**src/design/gae_pkg.sv**
```systemverilog
// ----------------------------------------------------------------------------
// gae_pkg
// Shared word types, register codes and fixed-point helpers for the
// advantage engine.
// ----------------------------------------------------------------------------
package gae_pkg;

   localparam int ENV_W       = 10;
   localparam int Q_W         = 32;
   localparam int COEF_W      = 17;
   localparam int FRAC_W      = 16;
   localparam int PROD_W      = 50;
   localparam int TERM_W      = PROD_W - FRAC_W;
   localparam int DIFF_W      = Q_W + 1;
   localparam int SUM_W       = 36;
   localparam int CSR_INDEX_W = 1;
   localparam int CSR_DATA_W  = COEF_W;

   localparam logic OP_SEED = 1'b0;
   localparam logic OP_STEP = 1'b1;

   localparam logic [CSR_INDEX_W-1:0] CSR_GAMMA        = 1'b0;
   localparam logic [CSR_INDEX_W-1:0] CSR_GAMMA_LAMBDA = 1'b1;

   localparam logic [COEF_W-1:0] GAMMA_RESET        = 17'd64881;
   localparam logic [COEF_W-1:0] GAMMA_LAMBDA_RESET = 17'd61637;

   localparam logic [PROD_W-1:0] ROUND_HALF = 50'd32768;
   localparam logic signed [Q_W-1:0] Q_MAX = 32'sh7FFF_FFFF;
   localparam logic signed [Q_W-1:0] Q_MIN = 32'sh8000_0000;

   typedef struct packed {
      logic                    operation;
      logic [ENV_W-1:0]        env_index;
      logic signed [Q_W-1:0]   reward;
      logic signed [Q_W-1:0]   value;
      logic                    episode_start;
      logic signed [Q_W-1:0]   bootstrap_value;
      logic                    bootstrap_done;
   } req_type;

   typedef struct packed {
      logic [ENV_W-1:0]        env_out;
      logic signed [Q_W-1:0]   advantage;
      logic signed [Q_W-1:0]   return_value;
   } rsp_type;

   typedef struct packed {
      logic [COEF_W-1:0] gamma;
      logic [COEF_W-1:0] gamma_lambda;
   } cfg_type;

   typedef struct packed {
      logic signed [Q_W-1:0] acc;
      logic signed [Q_W-1:0] step_value;
      logic                  next_start;
   } state_word_type;

   // Q1.16 coefficient times Q16.16 value, rounded half up back to Q16.16.
   function automatic logic signed [TERM_W-1:0] mul_round(
      input logic [COEF_W-1:0]    coef,
      input logic signed [Q_W-1:0] x
   );
      logic [PROD_W-1:0] a;
      logic [PROD_W-1:0] b;
      logic [PROD_W-1:0] q;
      a = {{(PROD_W-COEF_W){1'b0}}, coef};
      b = {{(PROD_W-Q_W){x[Q_W-1]}}, x};
      q = a * b + ROUND_HALF;
      return q[PROD_W-1:FRAC_W];
   endfunction

   // Clamp a wide sum to the signed Q16.16 range.
   function automatic logic signed [Q_W-1:0] sat_q(input logic signed [SUM_W-1:0] v);
      if (v[SUM_W-1:Q_W-1] == '0 || v[SUM_W-1:Q_W-1] == '1) begin
         return v[Q_W-1:0];
      end
      return v[SUM_W-1] ? Q_MIN : Q_MAX;
   endfunction

endpackage

```
**src/design/gae_out_buffer.sv**
```systemverilog
// ----------------------------------------------------------------------------
// gae_out_buffer
// Output register with one skid entry; stops the pipeline only when full.
// ----------------------------------------------------------------------------
module gae_out_buffer (
   input  logic              clock,
   input  logic              reset,
   input  logic              push_valid,
   input  gae_pkg::rsp_type  push_data,
   output logic              advance,
   output logic              rsp_valid,
   input  logic              rsp_stall,
   output gae_pkg::rsp_type  rsp_data
);
   import gae_pkg::*;

   logic    out_v_ff;
   rsp_type out_ff;
   logic    skid_v_ff;
   rsp_type skid_ff;
   logic    push;
   logic    pop;

   assign advance   = !skid_v_ff;
   assign push      = advance && push_valid;
   assign pop       = out_v_ff && !rsp_stall;
   assign rsp_valid = out_v_ff;
   assign rsp_data  = out_ff;

   always_ff @(posedge clock) begin
      if (reset) begin
         out_v_ff  <= 1'b0;
         skid_v_ff <= 1'b0;
      end else if (skid_v_ff) begin
         if (pop) begin
            skid_v_ff <= 1'b0;
         end
      end else if (push) begin
         if (!out_v_ff || pop) begin
            out_v_ff <= 1'b1;
         end else begin
            skid_v_ff <= 1'b1;
         end
      end else if (pop) begin
         out_v_ff <= 1'b0;
      end
   end

   always_ff @(posedge clock) begin
      if (skid_v_ff) begin
         if (pop) begin
            out_ff <= skid_ff;
         end
      end else if (push) begin
         if (!out_v_ff || pop) begin
            out_ff <= push_data;
         end else begin
            skid_ff <= push_data;
         end
      end
   end

endmodule

```
**config.mk**
```make
export PLATFORM = sky130hd
export DESIGN_NAME = gae_out_buffer
export DESIGN_NICKNAME = d
export VERILOG_FILES = /design/src/design/gae_pkg.sv /design/src/design/gae_out_buffer.sv
export SDC_FILE = /design/constraint.sdc
export NUM_CORES = 1
export LEC_CHECK = 0
export ABC_AREA = 1
export BUFFER_PORTS_ARGS = -buffer_cell sky130_fd_sc_hd__buf_4
export CORE_ASPECT_RATIO = 1.75
export CORE_UTILIZATION = 56
export CTS_CLUSTER_SIZE = 25
export DETAILED_ROUTE_END_ITERATION = 16
export GPL_TIMING_DRIVEN = 0
export PLACE_DENSITY = 0.91
export SYNTH_ARGS = -nofsm -noshare
export SYNTH_HDL_FRONTEND = slang
export SYNTH_SLANG_ARGS = --single-unit
```
**constraint.sdc**
```tcl
create_clock -name clock -period 14.4 [get_ports clock]
set_input_delay 1.44 -clock clock [delete_from_list [all_inputs] [get_ports clock]]
set_output_delay 1.44 -clock clock [all_outputs]
set_load 0.05 [all_outputs]
```
; After elaboration in Yosys (flattened, before gate mapping)
; Cells that the tools add are included.
[classes]
reduce_logical = 12
muxes = 11
eq_ne = 2
bitwise_logic = 2
[op_table]
columns = op, n
row1 = $mux W74, 4
row2 = $reduce_and A3 Y1, 3
row3 = $mux W1, 7
row4 = $reduce_bool A2 Y1, 3
row5 = $ne A2 B1 Y1 const B, 2
row6 = $logic_not A1 Y1, 3
row7 = $logic_and A1 B1 Y1, 2
row8 = $not A1 Y1, 2
row9 = $logic_or A1 B1 Y1, 1
[totals]
input_bits = 78
elab_cells = 35
output_inout_bits = 76
regBits = 150

; Logic depth before layout (Yosys ltp)
[depth]
depth_word = 6
mapped_depth = 7
ltp_nobuf = 5

; Worst setup path before layout
; OpenSTA, ideal clock, no wires.
[synth_path]
path_type = input-to-reg
startpoint = in rsp_stall
endpoint = reg out_ff (netlist bit rsp_data[0]) (enable)
arrival_ns = 5.161
n_path_buf = 0
cell_stages = 3
setup_slack_ns = 8.709
setup_time_ns = 0.531
required_time_ns = 13.869
cell_sequence = nand2_1 > inv_1 > a21oi_1
[synth_via]
elab_chain_cells = 5
word_cells_on_any_way = 6
cone_classes = 1 x eq/ne / 5 x reduce/logical
[synth_rtl]
columns = element, line
row1 = from (decl), gae_out_buffer.sv:12  ; input logic rsp_stall,
row2 = $logic_not A1 Y1 *, gae_out_buffer.sv:26  ; assign pop = out_v_ff && !rsp_stall;
row3 = $logic_and A1 B1 Y1 *, gae_out_buffer.sv:26
row4 = $logic_or A1 B1 Y1, gae_out_buffer.sv:55  ; if (!out_v_ff || pop) begin
row5 = $reduce_bool A2 Y1 (no source line), --
row6 = $reduce_and A3 Y1 (no source line) *, --
row7 = to (signal assigned), gae_out_buffer.sv:52  ; out_ff <= skid_ff;
row8 = to (signal assigned), gae_out_buffer.sv:56  ; out_ff <= push_data;
row9 = to (decl), gae_out_buffer.sv:18  ; rsp_type out_ff;
; Mark *: on every way between the ends. The rest lies on a longest branch, timed or not.
; A chain may end at the register's enable or synchronous reset.

; Final worst setup path
[layout_path]
startpoint = reg skid_v_ff
endpoint = out advance
[layout_via]
elab_chain_cells = 1
[layout_rtl]
columns = element, line
row1 = from (decl), gae_out_buffer.sv:19  ; logic skid_v_ff;
row2 = from (signal assigned), gae_out_buffer.sv:33  ; skid_v_ff <= 1'b0;
row3 = from (signal assigned), gae_out_buffer.sv:36  ; skid_v_ff <= 1'b0;
row4 = from (signal assigned), gae_out_buffer.sv:42  ; skid_v_ff <= 1'b1;
row5 = $logic_not A1 Y1, gae_out_buffer.sv:24  ; assign advance = !skid_v_ff;
row6 = to (decl), gae_out_buffer.sv:10  ; output logic advance,
; Every way passes these cells.

==> impl_metrics.yaml <==
run_status:
  status: "finished, final reports clean"
sta:
  setup_viol: 0
  hold_viol: 0
  setup_ws_ps: 11530
  tightest_slew_ps: 942
  max_freq_ghz: 0.348
  rsz0062_at_grt: "false"
  min_period_ps: 2870
  post-route-period-util: 0.199
  clock_skew_ps: 6.52
  fin_tns_setup_ps: 0
  slew_violations: 0
  slew_headroom: 0.372
  hold_ws_ps: 514
yosys:
  synth_cells: 407
  synth_edf_count: 148
  synth_most_common_cell: "nand2_1"
  synth_nets: 485
  synth_top_area_share: 0.805
  avgSynthCellArea_sq_um: 13.6
  ys_ff_latch: 150
  async_reset_ff_frac: 0
  synth_ff_type: "edfxtp_1"
  ys_types: 11
  yosysTopAreaCell: "edfxtp_1"
  ys_top_cells_by_area: "edfxtp_1 (81%), nand2_1 (16%), buf_6 (1.2%), buf_2 (0.73%), dfxtp_1 (0.73%)"
  seq_area_frac_synth: 0.813
  netlist_top_cells_count: "nand2_1 (229), edfxtp_1 (148), buf_2 (8)"
  ys_warn_count: 0
  syn_area_sq_um: 5520
layout:
  post-route-util: 0.786
  stdcell_area_sq_um: 7490
  final.fill_count: 566
  drive_gt1_frac: 0.348
  fin_nets: 660
  num_antenna_cells: 0
  layout.cells.non_filler: 717
  area_growth_pct: 35.7
cts:
  cts_root_buffer: "clkbuf_16"
  path_clk_slew_ps: 60
  numCtsBuffers: 17
  clk_latency_ps: 420
  post_cts_resized: 0
  post_cts_buffers: 0
  cts_tree: "yes"
  htree_levels: 4
  cts_buffer_depth: 2
  clock_sinks: 150
  cts_hold_buf: 0
setup_path:
  critPathLaunchType: "flip-flop"
  critPathArrivalTime_ps: 1430
  end_kind: "output port"
  r2r_cells: 7
  crit_fanout: 10
  crit_required_ps: 12960
  critical_path_class: "flip-flop to output port"
placed_design:
  dpl_cell_area_sq_um: 6910
  gp_congestion: 0.809
  dp_hpwl_microns: 8190
  pre_cts_ws_ps: 11440
  placedCellCount: 685
  io_buffers: 153
power_and_ir_drop:
  power_density_nw_per_um2: 145
  p_total_mw: 1.09
  max-vdd-ir-drop_mv: 0.124
  p_leak_nw: 3.22
detailed_routing:
  wl_per_cell_microns: 16.8
  viasPerCell: 5.08
  finalWirelength_microns: 12100
  drc: 0
  drt_iter0_drc: 198
  postRouteAntennaNets: 0
  vias: 3644
  drtPass1Iterations: 4
floorplan:
  die_h_microns: 133
  rows: 47
  die_w_microns: 77.0
  start_util: 0.579
  die_area_sq_um: 10300
  ioPinCount: 154
  fp.coreArea_sq_um: 9530
hold_path:
  hold_class: "flip-flop to flip-flop"
  min_delay_path_depth: 2
global_route:
  grt_pass1_wl_microns: 19000
  track_usage: 0.254
  antenna_found_initial: 0
  overflow: 0
  grt_max_degree: 75
  grt_pass1_vias: 3857
flow_run:
  cap_violations: 0
layout by cell type (no fill, tap or decap), drive strengths merged:
cell type,instances
dfxtp,2
edfxtp,148
a21oi,2
nand3,1
clkinv,5
bufinv,2
clkbuf,17
inv,10
buf,173
nand2,229
clkinvlp,5
nor2,1
metal layers:
| metal | wire length [microns] | up-vias | global-route usage |
|---|---|---|---|
| met4 | 403 | 0 | 0.139 |
| met5 | 0 | - | 0 |
| met1 | 4160 | 1756 | 0.264 |
| met2 | 6950 | 140 | 0.463 |
| met3 | 554 | 26 | 0.0630 |
| li1 | - | 1722 | - |
final cells by class:
type,count,area (sq um),area share
plain buffers,17,130,0.0174
flip-flops and latches,150,4480,0.599
well taps,122,153,0.0204
clock buffers,17,425,0.0568
multi-input cells,233,890,0.119
clock inverters,15,155,0.0207
inverters,7,28.8,0.00384
repair buffers,156,1220,0.163
sequential cells by signal, summed over array words and instances, names as in the netlist:
name       flops
rsp_valid      1
rsp_data      74
skid_v_ff      1
skid_ff       74
worst paths after layout:
| check | startpoint | endpoint | slack (ps) |
|---|---|---|---|
| worst max-delay path | skid_v_ff$_SDFF_PP0_ | advance | 11530 |
| worst min-delay path | skid_ff[66]$_DFFE_PP_ | rsp_data[66]$_DFFE_PP_ | 510 |
| worst max register to register | skid_v_ff$_SDFF_PP0_ | rsp_data[23]$_DFFE_PP_ | 12410 |
| worst min register to register | skid_ff[66]$_DFFE_PP_ | rsp_data[66]$_DFFE_PP_ | 510 |
cells by family (layout without fill, tap and decap cells):
family | count (synthesis) | count (layout) | synth area share
flip-flops | 150 | 150 | 0.813
AO/OA/AOI/OAI | 2 | 2 | 0.00181
AND/OR/NAND/NOR | 231 | 231 | 0.157
buffers and inverters | 24 | 212 | 0.0283
critical path, stage by stage (launching register included):
cell and delay (ps):
dfxtp_1 290, buf_2 150, inv_2 100, buf_2 230, buf_4 230
power breakdown:
| part | leakage (nW) | total, mW | switching [mW] | internal (mW) |
|---|---|---|---|---|
| Clock | 0.270 | 0.428 | 0.173 | 0.255 |
| Sequential | 1.40 | 0.515 | 0.00680 | 0.508 |
| Combinational | 1.54 | 0.144 | 0.0977 | 0.0461 |
Power figures use the tool's default switching activity.
