File: config.mk
export PLATFORM = sky130hd
export DESIGN_NAME = gae_update_pipe
export DESIGN_NICKNAME = d
export VERILOG_FILES = /design/src/design/gae_pkg.sv /design/src/design/gae_update_pipe.sv
export SDC_FILE = /design/constraint.sdc
export NUM_CORES = 2
export LEC_CHECK = 0
export BUFFER_PORTS_ARGS = -buffer_cell sky130_fd_sc_hd__buf_2
export CAP_MARGIN = 10
export CORE_ASPECT_RATIO = 1.5
export CORE_MARGIN = 4
export CORE_UTILIZATION = 45
export DETAILED_ROUTE_END_ITERATION = 16
export PLACE_DENSITY = 0.63
export SYNTH_ARGS = -nofsm -noshare
export SYNTH_HDL_FRONTEND = slang
export SYNTH_SLANG_ARGS = --single-unit
File: constraint.sdc
create_clock -name clock -period 24.6 [get_ports clock]
set_clock_uncertainty 0.15 [all_clocks]
set_input_delay 1.23 -clock clock [delete_from_list [all_inputs] [get_ports clock]]
set_output_delay 1.23 -clock clock [all_outputs]
set_load 0.01 [all_outputs]
File: src/design/gae_pkg.sv
// ----------------------------------------------------------------------------
// gae_pkg
// Shared word types, register codes and fixed-point helpers for the
// advantage engine.
// ----------------------------------------------------------------------------
package gae_pkg;

   localparam int ENV_W       = 10;
   localparam int Q_W         = 32;
   localparam int COEF_W      = 17;
   localparam int FRAC_W      = 16;
   localparam int PROD_W      = 50;
   localparam int TERM_W      = PROD_W - FRAC_W;
   localparam int DIFF_W      = Q_W + 1;
   localparam int SUM_W       = 36;
   localparam int CSR_INDEX_W = 1;
   localparam int CSR_DATA_W  = COEF_W;

   localparam logic OP_SEED = 1'b0;
   localparam logic OP_STEP = 1'b1;

   localparam logic [CSR_INDEX_W-1:0] CSR_GAMMA        = 1'b0;
   localparam logic [CSR_INDEX_W-1:0] CSR_GAMMA_LAMBDA = 1'b1;

   localparam logic [COEF_W-1:0] GAMMA_RESET        = 17'd64881;
   localparam logic [COEF_W-1:0] GAMMA_LAMBDA_RESET = 17'd61637;

   localparam logic [PROD_W-1:0] ROUND_HALF = 50'd32768;
   localparam logic signed [Q_W-1:0] Q_MAX = 32'sh7FFF_FFFF;
   localparam logic signed [Q_W-1:0] Q_MIN = 32'sh8000_0000;

   typedef struct packed {
      logic                    operation;
      logic [ENV_W-1:0]        env_index;
      logic signed [Q_W-1:0]   reward;
      logic signed [Q_W-1:0]   value;
      logic                    episode_start;
      logic signed [Q_W-1:0]   bootstrap_value;
      logic                    bootstrap_done;
   } req_type;

   typedef struct packed {
      logic [ENV_W-1:0]        env_out;
      logic signed [Q_W-1:0]   advantage;
      logic signed [Q_W-1:0]   return_value;
   } rsp_type;

   typedef struct packed {
      logic [COEF_W-1:0] gamma;
      logic [COEF_W-1:0] gamma_lambda;
   } cfg_type;

   typedef struct packed {
      logic signed [Q_W-1:0] acc;
      logic signed [Q_W-1:0] step_value;
      logic                  next_start;
   } state_word_type;

   // Q1.16 coefficient times Q16.16 value, rounded half up back to Q16.16.
   function automatic logic signed [TERM_W-1:0] mul_round(
      input logic [COEF_W-1:0]    coef,
      input logic signed [Q_W-1:0] x
   );
      logic [PROD_W-1:0] a;
      logic [PROD_W-1:0] b;
      logic [PROD_W-1:0] q;
      a = {{(PROD_W-COEF_W){1'b0}}, coef};
      b = {{(PROD_W-Q_W){x[Q_W-1]}}, x};
      q = a * b + ROUND_HALF;
      return q[PROD_W-1:FRAC_W];
   endfunction

   // Clamp a wide sum to the signed Q16.16 range.
   function automatic logic signed [Q_W-1:0] sat_q(input logic signed [SUM_W-1:0] v);
      if (v[SUM_W-1:Q_W-1] == '0 || v[SUM_W-1:Q_W-1] == '1) begin
         return v[Q_W-1:0];
      end
      return v[SUM_W-1] ? Q_MIN : Q_MAX;
   endfunction

endpackage

File: src/design/gae_update_pipe.sv
// ----------------------------------------------------------------------------
// gae_update_pipe
// Read-modify-write pipeline: forward pending writes, form the TD error and
// the new accumulator, write back, then form the return.
// ----------------------------------------------------------------------------
module gae_update_pipe #(
   parameter int ENVS = 1024
) (
   input  logic                     clock,
   input  logic                     reset,
   input  logic                     advance,
   input  logic                     in_accept,
   input  gae_pkg::req_type         in_data,
   input  gae_pkg::cfg_type         cfg,
   output logic                     rd_en,
   output logic [((ENVS > 1) ? $clog2(ENVS) : 1)-1:0] rd_addr,
   input  gae_pkg::state_word_type  rd_data,
   output logic                     wr_en,
   output logic [((ENVS > 1) ? $clog2(ENVS) : 1)-1:0] wr_addr,
   output gae_pkg::state_word_type  wr_data,
   output logic                     push_valid,
   output gae_pkg::rsp_type         push_data
);
   import gae_pkg::*;

   localparam int ADDR_W = (ENVS > 1) ? $clog2(ENVS) : 1;
   localparam int EXT_W  = 17;

   logic [EXT_W-1:0] env_ext;
   logic             in_range;

   // stage 1: memory data arrives
   logic                  s1_v_ff;
   logic [ADDR_W-1:0]     s1_addr_ff;
   req_type               s1_req_ff;

   // stage 2: accumulator update and write-back
   logic                     s2_v_ff;
   logic [ADDR_W-1:0]        s2_addr_ff;
   logic                     s2_op_ff;
   logic [ENV_W-1:0]         s2_env_ff;
   logic signed [Q_W-1:0]    s2_value_ff;
   logic signed [Q_W-1:0]    s2_nv_w_ff;
   logic                     s2_ns_w_ff;
   logic                     s2_ns_ff;
   logic signed [TERM_W-1:0] s2_tv_ff;
   logic signed [DIFF_W-1:0] s2_diff_ff;
   logic signed [Q_W-1:0]    s2_acc_ff;
   logic                     s2_hit_ff;

   // last word written, for reads that raced the write
   logic              wb_v_ff;
   logic [ADDR_W-1:0] wb_addr_ff;
   state_word_type    wb_word_ff;

   // stage 3: return
   logic                  s3_v_ff;
   logic [ENV_W-1:0]      s3_env_ff;
   logic signed [Q_W-1:0] s3_acc_ff;
   logic signed [Q_W-1:0] s3_value_ff;

   logic                     hit_s2;
   logic                     hit_wb;
   logic signed [Q_W-1:0]    s1_nv;
   logic                     s1_ns;
   logic signed [Q_W-1:0]    s1_acc;
   logic signed [TERM_W-1:0] s1_tv;
   logic signed [DIFF_W-1:0] s1_diff;
   logic signed [Q_W-1:0]    s1_nv_w;
   logic                     s1_ns_w;

   logic signed [Q_W-1:0]    acc_use;
   logic signed [TERM_W-1:0] s2_ta;
   logic signed [SUM_W-1:0]  s2_sum;
   logic signed [Q_W-1:0]    s2_acc_sat;
   state_word_type           s2_word;

   logic signed [SUM_W-1:0]  s3_sum;

   assign env_ext  = {{(EXT_W-ENV_W){1'b0}}, in_data.env_index};
   assign in_range = env_ext < EXT_W'(ENVS);
   assign rd_en    = advance && in_accept && in_range;
   assign rd_addr  = env_ext[ADDR_W-1:0];

   // Resolve the stored next value and flag against writes still in flight;
   // the item now in stage 2 is newer than the last write.
   always_comb begin
      hit_s2 = s2_v_ff && (s2_addr_ff == s1_addr_ff);
      hit_wb = wb_v_ff && (wb_addr_ff == s1_addr_ff);
      if (hit_s2) begin
         s1_nv = s2_nv_w_ff;
         s1_ns = s2_ns_w_ff;
      end else if (hit_wb) begin
         s1_nv = wb_word_ff.step_value;
         s1_ns = wb_word_ff.next_start;
      end else begin
         s1_nv = rd_data.step_value;
         s1_ns = rd_data.next_start;
      end
      s1_acc  = hit_wb ? wb_word_ff.acc : rd_data.acc;
      s1_tv   = s1_ns ? '0 : mul_round(cfg.gamma, s1_nv);
      s1_diff = {s1_req_ff.reward[Q_W-1], s1_req_ff.reward}
              - {s1_req_ff.value[Q_W-1], s1_req_ff.value};
      s1_nv_w = (s1_req_ff.operation == OP_STEP) ? s1_req_ff.value
                                                 : s1_req_ff.bootstrap_value;
      s1_ns_w = (s1_req_ff.operation == OP_STEP) ? s1_req_ff.episode_start
                                                 : s1_req_ff.bootstrap_done;
   end

   // Close the accumulator recurrence here; a same-env predecessor has just
   // written and sits in the write-back register.
   always_comb begin
      acc_use    = s2_hit_ff ? wb_word_ff.acc : s2_acc_ff;
      s2_ta      = s2_ns_ff ? '0 : mul_round(cfg.gamma_lambda, acc_use);
      s2_sum     = {{(SUM_W-DIFF_W){s2_diff_ff[DIFF_W-1]}}, s2_diff_ff}
                 + {{(SUM_W-TERM_W){s2_tv_ff[TERM_W-1]}}, s2_tv_ff}
                 + {{(SUM_W-TERM_W){s2_ta[TERM_W-1]}}, s2_ta};
      s2_acc_sat = sat_q(s2_sum);
      s2_word.acc        = (s2_op_ff == OP_STEP) ? s2_acc_sat : '0;
      s2_word.step_value = s2_nv_w_ff;
      s2_word.next_start = s2_ns_w_ff;
   end

   assign wr_en   = advance && s2_v_ff;
   assign wr_addr = s2_addr_ff;
   assign wr_data = s2_word;

   assign s3_sum = {{(SUM_W-Q_W){s3_acc_ff[Q_W-1]}}, s3_acc_ff}
                 + {{(SUM_W-Q_W){s3_value_ff[Q_W-1]}}, s3_value_ff};

   assign push_valid             = s3_v_ff;
   assign push_data.env_out      = s3_env_ff;
   assign push_data.advantage    = s3_acc_ff;
   assign push_data.return_value = sat_q(s3_sum);

   always_ff @(posedge clock) begin
      if (reset) begin
         s1_v_ff <= 1'b0;
         s2_v_ff <= 1'b0;
         s3_v_ff <= 1'b0;
         wb_v_ff <= 1'b0;
      end else if (advance) begin
         s1_v_ff <= in_accept && in_range;
         s2_v_ff <= s1_v_ff;
         s3_v_ff <= s2_v_ff && (s2_op_ff == OP_STEP);
         wb_v_ff <= s2_v_ff;
      end
   end

   always_ff @(posedge clock) begin
      if (advance) begin
         s1_addr_ff  <= env_ext[ADDR_W-1:0];
         s1_req_ff   <= in_data;

         s2_addr_ff  <= s1_addr_ff;
         s2_op_ff    <= s1_req_ff.operation;
         s2_env_ff   <= s1_req_ff.env_index;
         s2_value_ff <= s1_req_ff.value;
         s2_nv_w_ff  <= s1_nv_w;
         s2_ns_w_ff  <= s1_ns_w;
         s2_ns_ff    <= s1_ns;
         s2_tv_ff    <= s1_tv;
         s2_diff_ff  <= s1_diff;
         s2_acc_ff   <= s1_acc;
         s2_hit_ff   <= hit_s2;

         wb_addr_ff  <= s2_addr_ff;
         wb_word_ff  <= s2_word;

         s3_env_ff   <= s2_env_ff;
         s3_acc_ff   <= s2_acc_sat;
         s3_value_ff <= s2_value_ff;
      end
   end

endmodule

Word-level counts from Yosys, hierarchy flattened
Cells that the tools add are included.
{ "op_classes": {"n_addsub": 6, "mul": 2, "n_div": 0, "order_cmp": 1, "eq_ne": 4, "n_shift": 0, "n_mux": 18, "bitwise_logic": 0, "n_reduce_logical": 11} }
{ "ops": {"columns": ["operator", "count"], "rows": [
  ["$mux W32", 12],
  ["$add A50 B16 Y50 const B", 2],
  ["$mul A18 B32 Y50", 2],
  ["$add A35 B34 Y36", 1],
  ["$add A33 B34 Y35", 1],
  ["$mux W34", 1],
  ["$add A32 B32 Y33", 1],
  ["$sub A32 B32 Y33", 1],
  ["$eq A10 B10 Y1", 2],
  ["$lt A10 B11 Y1 const B", 1],
  ["$eq A5 B5 Y1 const B", 2],
  ["$logic_not A5 Y1", 2],
  ["$logic_and A1 B1 Y1", 7],
  ["$mux W1", 5],
  ["$logic_or A1 B1 Y1", 2]
]} }
{ "word_totals": {"regBits": 429, "latch_bits": 0, "ramBits": 0, "rom_bits": 0, "in_bits": 212, "mem_count": 0} }

Logic depth before layout (Yosys ltp)
{ "depth": {"ltp_word": 10, "mapped_depth": 45, "mapped_depth_nobuf": 40} }

Least setup slack after synthesis
Ideal clock, no wire load.
{ "synth_timing": {"path_kind": "reg-to-output", "start": "register s2_hit_ff", "end": "output port wr_data[42] (netlist bit)", "arrival_time_ps": 10134, "t_required_ps": 23220, "slack_ps": 13086, "path_stages_with_launch": 42, "path_buffers": 5, "cell_sequence": "edfxtp_1 clkbuf_1 buf_1 mux2_2 clkbuf_1 and2_1 fa_1 inv_1 fa_1 fa_1 inv_1 fa_1 fa_1 inv_1 fa_1 inv_1 ha_1 a211o_1 (+6 left out) nor2_1 a21oi_1 xor2_1 nor2_1 fa_1 ha_1 nand2_1 o21ai_0 a211oi_1 o211ai_1 o211ai_1 o21ai_1 a211o_1 or3_1 buf_2 o21ai_4 buf_2 a21o_1"} }
{ "synth_rtl": {"columns": ["item", "line", "rtl"], "rows": [
  ["start, declared", "gae_update_pipe.sv:49", "logic s2_hit_ff;"],
  ["start signal, assigned", "gae_update_pipe.sv:165", "s2_hit_ff <= hit_s2;"],
  ["end, declared", "gae_update_pipe.sv:20", "output gae_pkg::state_word_type wr_data,"]
]} }

==> flow_metrics.env <==
export IMPL_tritoncts_num_sinks=429
export IMPL_synth_cells_most_frequent="inv_1, fa_1, nand2_1"
export IMPL_worst_path_buf_inv=8
export IMPL_worstSkewPairLatency_ns=0.65
export IMPL_synth_top_area_cell="fa_1"
export IMPL_reg2reg_setup_slack_ns=12.11
export IMPL_syn_to_final_growth_pct=8.69
export IMPL_floorplan_initialDensity_pct=45.2
export IMPL_final_layout_net_count=7754
export IMPL_design_die_area_sq_um=138000
export IMPL_post_route_worst_setup_slack_ns=10.24
export IMPL_multi_input_area_sq_um=40900
export IMPL_fillers=12295
export IMPL_grt_first_pass_wirelength_um=258000
export IMPL_ys_flop_type="edfxtp_1"
export IMPL_synth_edff_count=425
export IMPL_synth_most_common_cell="inv_1"
export IMPL_gate_count_after_technology_mapping=5844
export IMPL_max_stage_delay_on_crit_path_ns=0.66
export IMPL_row_count=163
export IMPL_hold_path_cell_count=0
export IMPL_clk_pin_slew_worst_paths_ns=0.07
export IMPL_cell_count_post_placement=7757
export IMPL_max_slew_margin_pct=21.6
export IMPL_synth_nets=7525
export IMPL_cts_made_buffers=46
export IMPL_layout_worst_path_cycle_share_pct=58.4
export IMPL_grt_overflow=0
export IMPL_netlist_cell_type_count=72
export IMPL_worst_path_max_delay_cell="nor2_2"
export IMPL_timing_critical_path_max_delay_family="adder cells"
export IMPL_placement_setup_worst_slack_ns=10.67
export IMPL_achievable_frequency_ghz=0.0697
export IMPL_cts_tree="done"
export IMPL_portBuffers=373
export IMPL_async_reset_ff_share_pct=0
export IMPL_routed_wirelength_um=165000
export IMPL_worstPathArrival_ns=12.98
export IMPL_fin_util_pct=49.2
export IMPL_top_layer="met5"
export IMPL_design_core_area_sq_um=131000
export IMPL_die_w_um=305
export IMPL_floorplan_die_height_um=453
export IMPL_dp_hpwl_um=135000
export IMPL_globalRouteTotalUtil_pct=24.2
export IMPL_remaining_drc_errors=0
export IMPL_crit_path_capture_type="primary output"
export IMPL_synthesis_area_per_instance_sq_um=10.2
export IMPL_ctsHtreeMaxLevel=2
export IMPL_syn_area_sq_um=59400
export IMPL_synth_yosys_seq_area_share_pct=21.6
export IMPL_antenna_found_initial=24
export IMPL_cp_required_ns=23.22
export IMPL_met1Wirelength_um=62400
export IMPL_post_cts_repair_setup_buffers=0
export IMPL_fin_setup_tns_ns=0
export IMPL_reg2regPathDepth=38
export IMPL_clk_root_buffer_cell="clkbuf_16"
export IMPL_critPathLaunchType="register"
export IMPL_cts_max_path_buffers=3
export IMPL_worst_slew_pin_slew_ns=1.17
export IMPL_first_global_vias=45706
export IMPL_drt_first_iter_violations=2070
export IMPL_worst_path_max_fanout=32
export IMPL_minimum_clock_period_ns=14.36
export IMPL_yosysWarningCount=0
export IMPL_post_cts_resize_count=0
export IMPL_result_of_the_run="finished clean"
export IMPL_drt_first_pass_iters=8
export IMPL_timing_hold_worst_class="register to register"
export IMPL_count_of_nets_left_with_antenna_violations_after_detail_routing=0
export IMPL_synth_largest_type_area_fraction_pct=36.3
export IMPL_setup_repair_after_global_routing_missed_its_margin="false"
export IMPL_gpl_final_weighted_congestion=0.933
export IMPL_drive_gt1_share_pct=10.3
export IMPL_cts_hold_fix_buffers=0
export IMPL_vias_per_cell=5.30
export IMPL_timing_critical_path_mode_cell="fa_1"
export IMPL_register_area_sq_um=12800
export IMPL_final_cell_count_no_fill=7851
export IMPL_finalHoldViolations=0
export IMPL_finalSetupViolCount=0
export IMPL_postSynthRegisterBits=429
export IMPL_detail_route_wl_per_cell_um=21.0
export IMPL_stages_on_the_worst_setup_path=39
export IMPL_synth_area_top_cells="fa_1, edfxtp_1, ha_1"
export IMPL_report_final_slew_viol_count=0
export IMPL_timing_setup_critical_path_class="register to primary output"
export IMPL_top_level_ports=374
export IMPL_grt_max_degree=124
export IMPL_vias=41576
export IMPL_route_met3_wl_um=9340
export IMPL_met2RoutedLength_um=84800
export IMPL_max_cap_violations=0
per-stage QoR:
| step | instance area, sq um | hold WS, ns |
|---|---|---|
| after floorplan | 59400 | 0.250 |
| after global placement | 63000 | 0.253 |
| after detailed placement | 63000 | 0.255 |
| after CTS | 64600 | 0.197 |
| after global routing | 64600 | 0.244 |
| final | 64600 | 0.226 |
cell type report:
cell class / instances / share of cell area [%]
well taps: 1732 / 3.35
clock inverters: 32 / 0.647
diodes: 9 / 0.0349
repair buffers: 427 / 3.57
multi-input cells: 3914 / 63.4
flip-flops and latches: 429 / 19.9
clock buffers: 53 / 1.82
inverters: 1255 / 7.29
kinds of logic (layout without fill, tap and decap cells):
| logic type | Yosys count | after routing | synth area share, % |
|---|---|---|---|
| fa+ha+maj | 1477 | 1477 | 44.7 |
| mux | 131 | 131 | 2.41 |
| compound gates | 572 | 572 | 6.23 |
| simple gates | 1558 | 1558 | 12.9 |
| buf+inv | 1501 | 1767 | 9.59 |
| flops | 429 | 429 | 21.6 |
| xor+xnor | 176 | 176 | 2.59 |
| other cells | 0 | 9 | 0 |
path summary, 6_finish.rpt:
kind | start | to
hold / removal | s2_value_ff[1] | s3_value_ff[1]
hold reg to reg | s2_value_ff[1] | s3_value_ff[1]
setup / recovery | s2_hit_ff | wr_data[36]
setup reg to reg | s2_hit_ff | wb_word_ff[36]
registers in the layout, indices dropped and copies added, names as in the netlist, 10 cells and up:
name and flops:
s2_diff_ff 33, s3_env_ff 10, s3_acc_ff 32, s2_nv_w_ff 32, s2_tv_ff 34, s3_value_ff 32
s2_value_ff 32, s1_req_ff 109, s2_acc_ff 32, s2_env_ff 10, wb_word_ff 65
routing by layer:
| metal | track usage, % | vias to the layer above |
|---|---|---|
| li1 | - | 18513 |
| met1 | 28.5 | 21369 |
| met2 | 43.9 | 1312 |
| met3 | 3.40 | 374 |
| met4 | 11.1 | 8 |
| met5 | 0 | - |
placed cells by master (no fill, tap or decap), types with 15 or more instances in the layout:
cell type / synthesis / routed
ha_1: 392 / 392
nor2_1: 158 / 156
nand2b_1: 25 / 25
nand2_1: 657 / 657
xor2_1: 60 / 60
o21a_1: 22 / 22
and3_1: 18 / 18
a22o_1: 15 / 15
inv_1: 1255 / 1255
o21ai_1: 37 / 28
clkbuf_16: 0 / 46
nand3_1: 40 / 40
a21o_1: 97 / 97
xnor2_1: 116 / 115
o21bai_1: 18 / 18
and2_1: 544 / 544
edfxtp_1: 425 / 425
mux2_2: 97 / 97
nand4_1: 25 / 25
nor3_1: 27 / 25
mux2i_1: 34 / 34
a21oi_1: 158 / 158
o21ai_0: 94 / 93
buf_2: 2 / 372
nor2b_1: 27 / 27
fa_1: 1077 / 1077
buf_4: 14 / 52
Power is not shown: default switching activity piles up to over one toggle a cycle in this logic, so the estimate is an artifact.
